### src/sv/adh_pkg.sv
// Shared constants, types and helper functions of the attractor density histogram.
package adh_pkg;

  localparam int MAX_DIM      = 1024;
  localparam int COUNT_BITS   = 32;
  localparam int CORDIC_STEPS = 18;

  localparam int DEPTH      = MAX_DIM * MAX_DIM;
  localparam int ADDR_W     = $clog2(DEPTH);
  localparam int ITER_BITS  = $clog2(CORDIC_STEPS);
  localparam int ANG_W      = 24;
  localparam int CRD_W      = 20;
  localparam int POS_W      = 19;
  localparam int COEF_W     = 20;
  localparam int DIM_W      = 11;
  localparam int FLD_W      = 10;
  localparam int PROD_W     = 32;
  localparam int BIN_W      = 14;
  localparam int OUT_CNT_W  = 32;
  localparam int CFG_IDX_W  = 3;

  localparam logic [1:0] FUNC_STEP    = 2'd0;
  localparam logic [1:0] FUNC_READ    = 2'd1;
  localparam logic [1:0] FUNC_RESTART = 2'd2;

  localparam logic [CFG_IDX_W-1:0] REG_COEF_A = 3'd0;
  localparam logic [CFG_IDX_W-1:0] REG_COEF_B = 3'd1;
  localparam logic [CFG_IDX_W-1:0] REG_COEF_C = 3'd2;
  localparam logic [CFG_IDX_W-1:0] REG_COEF_D = 3'd3;
  localparam logic [CFG_IDX_W-1:0] REG_GRID_W = 3'd4;
  localparam logic [CFG_IDX_W-1:0] REG_GRID_H = 3'd5;

  localparam logic signed [ANG_W-1:0] TWO_PI  = 24'sd411775;
  localparam logic signed [ANG_W-1:0] PI      = 24'sd205887;
  localparam logic signed [ANG_W-1:0] HALF_PI = 24'sd102944;
  localparam logic signed [CRD_W-1:0] GAIN    = 20'sd39797;
  localparam logic signed [POS_W-1:0] ONE_Q16 = 19'sd65536;
  localparam logic signed [20:0]      COORD_LIMIT = 21'sd131072;

  typedef struct packed {
    logic                 clear;
    logic                 take_in;
    logic                 bin_mul;
    logic                 bin_calc;
    logic                 use_count;
    logic                 arg_load;
    logic                 reduce;
    logic                 fold;
    logic                 rot;
    logic                 take;
    logic [1:0]           sel;
    logic [ITER_BITS-1:0] iter;
    logic                 load_out;
  } cmd_t;

  typedef struct packed {
    logic clear_done;
    logic ang_ok;
  } sts_t;

  function automatic logic signed [ANG_W-1:0] atan_q16(input logic [ITER_BITS-1:0] i);
    logic signed [ANG_W-1:0] v;
    case (32'(i))
      0: v = 24'sd51472;
      1: v = 24'sd30386;
      2: v = 24'sd16055;
      3: v = 24'sd8150;
      4: v = 24'sd4091;
      5: v = 24'sd2047;
      6: v = 24'sd1024;
      7: v = 24'sd512;
      8: v = 24'sd256;
      9: v = 24'sd128;
      10: v = 24'sd64;
      11: v = 24'sd32;
      12: v = 24'sd16;
      13: v = 24'sd8;
      14: v = 24'sd4;
      15: v = 24'sd2;
      16: v = 24'sd1;
      default: v = '0;
    endcase
    return v;
  endfunction

  function automatic logic signed [POS_W-1:0] sat_coord(input logic signed [20:0] v);
    logic signed [POS_W-1:0] r;
    if (v > COORD_LIMIT) r = POS_W'(COORD_LIMIT);
    else if (v < -COORD_LIMIT) r = POS_W'(-COORD_LIMIT);
    else r = POS_W'(v);
    return r;
  endfunction

endpackage

### src/sv/adh_ctrl.sv
// Sequencing state machine of the attractor density histogram.
module adh_ctrl (
  input  logic                clk,
  input  logic                rst,
  input  logic                s_tvalid,
  output logic                s_tready,
  input  logic [1:0]          func,
  output logic                m_tvalid,
  input  logic                m_tready,
  input  adh_pkg::sts_t       sts,
  output adh_pkg::cmd_t       cmd
);

  typedef enum logic [3:0] {
    S_CLEAR, S_IDLE, S_BMUL, S_BIN, S_RD, S_CNT, S_ARG, S_RED, S_FOLD, S_ROT, S_TAKE, S_OUT
  } state_t;

  localparam logic [adh_pkg::ITER_BITS-1:0] ITER_LAST =
    adh_pkg::ITER_BITS'(adh_pkg::CORDIC_STEPS - 1);

  state_t                        state;
  logic [1:0]                    sel;
  logic [adh_pkg::ITER_BITS-1:0] iter;
  logic                          is_step;
  logic                          out_free;

  assign s_tready = (state == S_IDLE);
  assign out_free = !m_tvalid || m_tready;

  always_comb begin
    cmd      = '0;
    cmd.sel  = sel;
    cmd.iter = iter;
    case (state)
      S_CLEAR: cmd.clear = 1'b1;
      S_IDLE:  cmd.take_in = s_tvalid;
      S_BMUL:  cmd.bin_mul = 1'b1;
      S_BIN:   cmd.bin_calc = 1'b1;
      S_CNT:   cmd.use_count = 1'b1;
      S_ARG:   cmd.arg_load = 1'b1;
      S_RED:   cmd.reduce = !sts.ang_ok;
      S_FOLD:  cmd.fold = 1'b1;
      S_ROT:   cmd.rot = 1'b1;
      S_TAKE:  cmd.take = 1'b1;
      S_OUT:   cmd.load_out = out_free;
      default: cmd = '0;
    endcase
  end

  always_ff @(posedge clk) begin
    if (rst) begin
      state    <= S_CLEAR;
      sel      <= '0;
      iter     <= '0;
      is_step  <= 1'b0;
      m_tvalid <= 1'b0;
    end else begin
      if (state == S_OUT && out_free) m_tvalid <= 1'b1;
      else if (m_tready) m_tvalid <= 1'b0;
      case (state)
        S_CLEAR: if (sts.clear_done) state <= S_IDLE;
        S_IDLE: begin
          if (s_tvalid) begin
            is_step <= (func == adh_pkg::FUNC_STEP);
            case (func)
              adh_pkg::FUNC_STEP: state <= S_BMUL;
              adh_pkg::FUNC_READ: state <= S_RD;
              default:            state <= S_OUT;
            endcase
          end
        end
        S_BMUL: state <= S_BIN;
        S_BIN:  state <= S_RD;
        S_RD:   state <= S_CNT;
        S_CNT: begin
          sel   <= '0;
          state <= is_step ? S_ARG : S_OUT;
        end
        S_ARG: state <= S_RED;
        S_RED: if (sts.ang_ok) state <= S_FOLD;
        S_FOLD: begin
          iter  <= '0;
          state <= S_ROT;
        end
        S_ROT: begin
          if (iter == ITER_LAST) state <= S_TAKE;
          else iter <= iter + 1'b1;
        end
        S_TAKE: begin
          if (sel == 2'd3) state <= S_OUT;
          else begin
            sel   <= sel + 1'b1;
            state <= S_ARG;
          end
        end
        S_OUT: if (out_free) state <= S_IDLE;
        default: state <= S_IDLE;
      endcase
    end
  end

endmodule

### config.mk
export PLATFORM = sky130hd
export DESIGN_NAME = adh_ctrl
export DESIGN_NICKNAME = d
export VERILOG_FILES = /design/src/sv/adh_pkg.sv /design/src/sv/adh_ctrl.sv
export SDC_FILE = /design/constraint.sdc
export NUM_CORES = 1
export LEC_CHECK = 0
export ABC_AREA = 1
export BUFFER_PORTS_ARGS = -buffer_cell sky130_fd_sc_hd__buf_4
export CORE_MARGIN = 2
export CORE_UTILIZATION = 35
export CTS_CLUSTER_SIZE = 16
export DETAILED_ROUTE_END_ITERATION = 8
export PLACE_DENSITY = 0.59
export SYNTH_ARGS = -nofsm -noshare
export SYNTH_HDL_FRONTEND = slang
export SYNTH_SLANG_ARGS = --single-unit
### constraint.sdc
create_clock -name clk -period 3.5 [get_ports clk]
set_input_delay 0.175 -clock clk [delete_from_list [all_inputs] [get_ports clk]]
set_output_delay 0.175 -clock clk [all_outputs]
set_load 0.02 [all_outputs]
# After elaboration in Yosys (flattened, before gate mapping)
# Index checks and enable logic that the tools add are counted.
dict set report word_totals {
  input_bits 8
  ff_bits 13
  out_inout_bits 20
}
dict set report op_classes {
  reduce_logical 14
  mux 27
  n_addsub 2
  eq_ne 21
}
# op n
set op_table {}
lappend op_table {{case mux 4 bit (12 select lines)} 1}
lappend op_table {{2-to-1 mux 4 bit} 7}
lappend op_table {{== test 4 x 3 -> 1 bit (second input constant)} 4}
lappend op_table {{== test 4 bit (second input constant)} 4}
lappend op_table {{inequality test 2 bit (second input constant)} 7}
lappend op_table {{2-to-1 mux 1 bit} 13}
lappend op_table {{OR reduction 11 bit} 1}
lappend op_table {{case mux 5 bit (2 select lines)} 1}
lappend op_table {{== test 4 x 2 -> 1 bit (second input constant)} 2}
lappend op_table {{case mux 4 bit (2 select lines)} 1}
lappend op_table {{2-to-1 mux 7 bit} 1}
lappend op_table {{AND reduction 2 bit} 3}
lappend op_table {{nonzero test 2 bit} 3}
lappend op_table {{adder 5 x 1 -> 5 bit (second input constant)} 1}
lappend op_table {{== test 5 bit (second input constant)} 1}
lappend op_table {{2-to-1 mux 5 bit} 1}
lappend op_table {{AND reduction 5 bit} 1}
lappend op_table {{== test 4 x 1 -> 1 bit (second input constant)} 1}
lappend op_table {{zero test 4 bit} 1}
lappend op_table {{case mux 2 bit (2 select lines)} 1}
lappend op_table {{adder 2 x 1 -> 2 bit (second input constant)} 1}
lappend op_table {{== test 2 x 1 -> 1 bit (second input constant)} 1}
lappend op_table {{== test 2 bit (second input constant)} 1}
lappend op_table {{zero test 1 bit} 2}
lappend op_table {{other kinds (4)} 4}

# Logic depth before layout (Yosys ltp)
dict set report logic_depth {
  word_depth 4
  depth_mapped 9
  ltp_nobuf 9
}

# Least setup slack after synthesis
# Ideal clock, no wire load.
dict set report synth_timing {
  path_kind {register to register}
  startpoint {reg state[3]}
  endpoint {reg state[1]}
  stages_incl_launch_ff 8
  synth_period_minus_slack_ns 1.415
  n_path_buf 0
  setup_ns 0.066
  t_required_ns 3.434
  arrival_time_ns 1.349
  setup_slack_ns 2.085
  cell_sequence {dfxtp_1 -> inv_2 -> nand2_4 -> nor2_1 -> o21ai_0 -> nand3b_1 -> nand2_1 -> a21oi_2}
}
dict set report synth_between {
  elab_chain_cells 3
}
# item line_no
set synth_lines {}
lappend synth_lines {{from (decl)} adh_ctrl.sv:21} ;# state_t state;
lappend synth_lines {{from (signal assigned)} adh_ctrl.sv:77} ;# state <= is_step ? S_ARG : S_OUT;
lappend synth_lines {{== test 4 x 1 -> 1 bit *} --}
lappend synth_lines {{named net s_tready} adh_ctrl.sv:6} ;# output logic s_tready,
lappend synth_lines {{inequality test 2 bit (no source line)} --}
lappend synth_lines {{AND reduction 5 bit (no source line)} --}
# Mark *: on every way through the listed nets, which the timed path passes. The rest lies on a longest branch.
# A chain may end at the register's enable or synchronous reset.

==> qor.csv <==
metric;value;unit
outcome;finished clean;
dp_cells;217;
synth_nets;170;
tns;0;ns
synthSimpleGateAreaFrac;46.5;%
seq_area;260;um2
dpl-instance-area;1250;um2
die_x;57.7;um
slowest_stage;dfxtp_1;
syn_to_final_growth;26.6;%
clock_tree.buffer_depth;2;
first_global_vias;977;
clk_pin_slew;0.09;ns
critPathKind;flop to primary output;
start_util;36.6;%
synth_compound_area_share;12.3;%
worstPathArrival;1.79;ns
cp_cell_sequence;inv_2, a21oi_1, nor2_1, buf_4;
first_iter_violations;39;
worstHoldStart;rst;
rows;19;
layout.cells.non_filler;221;
slew_headroom;59.2;%
cts_buffers;3;
clkSinkCount;13;
synthCells;159;
ys_warn_count;0;
max_freq;0.510;GHz
grt_max_degree;10;
core_area;2760;um2
synthesis.area;1010;um2
start_kind;flop;
crit_path_end_kind;primary output;
period_minus_slack;1.96;ns
place_hpwl;2100;um
wl;2610;um
skew;0.000773;ns
fp.dieH;57.7;um
ys_types;21;
cts_root_buffer;clkbuf_4;
avgSynthCellArea;6.34;um2
gp_congestion;0.944;
diodes;0;
drive_above_1_share;25.8;%
synth_top_family_by_area;simple AND/OR/NAND/NOR gates;
ant_nets;0;
grt_antenna_before_repair;0;
reg2reg_from;state[1];
vias_per_cell;4.76;
finalMaxSlewViolations;0;
total_power;0.820;mW
critPathMaxStageDelay;0.55;ns
multi_input_area;639;um2
vias;1053;
p_leak;0.641;nW
post_cts_buffers;0;
ys_seq_elements;13;
power.density;643;nW/um2
maxCapViolCount;0;
hold_class;input pin to flop;
hold_viol;0;
cp_max_fo;7;
fin_nets;202;
worstMarginPinSlew;0.611;ns
fin_crit_sh;56.0;%
seq_area_frac_synth;25.8;%
synthMuxAreaShare;0;%
postCtsHoldBufs;0;
io_pins;28;
synth_xor_xnor_area_share;0.868;%
design_area;1280;um2
worstSkewPairLatency;0.28;ns
cts_tree;done;
wl_per_cell;11.8;um
peakVddDrop;0.000288;V
io_buffers;27;
grt-ovfl-total;0;
crit_required;3.32;ns
track_usage;16.9;%
rsz0062_at_grt;no;
cp-startpoint;state[3];
dieArea;3330;um2
htree_levels;1;
synthAdderAreaFrac;3.72;%
post_cts_resized;0;
setup_viol_count_final;0;
n_fill_cell;300;
route.detailed.drc;0;
grt_pass1_wl;4350;um
dr.pass1.iters;4;
holdWs;0.0991;ns
==> where the power goes <==
part / internal, mW / switching (mW)
Combinational: 0.178 / 0.323
Sequential: 0.178 / 0.0422
Clock: 0.0442 / 0.0548
Total: 0.400 / 0.420
==> sequential cells by signal (all words and copies together) (netlist names) <==
register,flops
m_tvalid,1
state,4
iter,5
sel,2
is_step,1
==> layer usage <==
metal	routed length, um	track usage, %
met1	1260	23.0
met2	1190	26.9
met3	128	3.35
met4	25	5.32
met5	0	0
==> Yosys cell counts <==
cell type	number	share of area, %
nand3b_1	1	0.74
xor2_1	1	0.87
nand2_4	6	6.7
nor2_2	1	0.62
o21ai_0	11	5.5
nand2_1	30	11
nor2_4	6	6.7
nand3_4	1	1.7
inv_2	2	0.74
a21oi_2	1	0.87
o21ai_1	1	0.50
nor3_1	4	2.0
a21oi_1	11	5.5
nor3_2	1	0.99
dfxtp_1	13	26
inv_1	27	10
nor2_1	30	11
nand3_1	7	3.5
nand2_2	1	0.62
nand4_1	1	0.62
ha_1	3	3.7
==> cell usage in the layout, fill, tap and decap left out <==
master    instances
nor2_1           30
dfxtp_1          13
nor3_2            1
nor2_2            1
o21ai_1           1
nand2_4           6
o21ai_0          11
ha_1              3
nand4_1           1
nand2_2           1
nand3_1           7
xor2_1            1
inv_2             2
nand2_1          30
nor3_1            4
nor2_4            6
buf_4            27
clkbuf_4          3
a21oi_1          11
a21oi_2           1
inv_1            27
nand3b_1          1
nand3_4           1
clkbuf_1          1
==> layout make-up <==
class                           count  area share, %
Multi-Input combinational cell    117           50.1
Clock buffer                        4           2.06
Inverter                           29           8.53
Tap cell                           31           3.04
Sequential cell                    13           20.4
Timing Repair Buffer               27           15.9
==> cell families after synthesis <==
logic type / Yosys count
adder cells (fa/ha/maj): 3
AND/OR/NAND/NOR: 89
AO/OA/AOI/OAI: 24
buffers and inverters: 29
XOR/XNOR: 1
flip-flops: 13
==> worst paths after layout <==
check / endpoint / slack (ns) / cells past startpoint
worst max-delay path: cmd[7] / 1.54 / 4
worst min-delay path: state[1] / 0.1 / 2
worst max register to register: state[0] / 2.02 / 9
worst min register to register: is_step / 0.49 / 2
==> critical path: cells and delay by family (launching register included) <==
kind | cells | cell delay (ns)
DFF | 1 | 0.55
AOI/OAI and AO/OA | 1 | 0.54
buffers and inverters | 2 | 0.32
and+or+nand+nor | 1 | 0.09
==> through the flow <==
step           worst slack [ns]  util (%)
2_1_floorplan              2.09         -
3_3_place_gp               1.88      45.3
3_5_place_dp               1.81      45.3
4_1_cts                    1.48      46.3
5_1_grt                    1.36      46.3
6_report                   1.54      46.3
(Power assumes the default switching activity.)
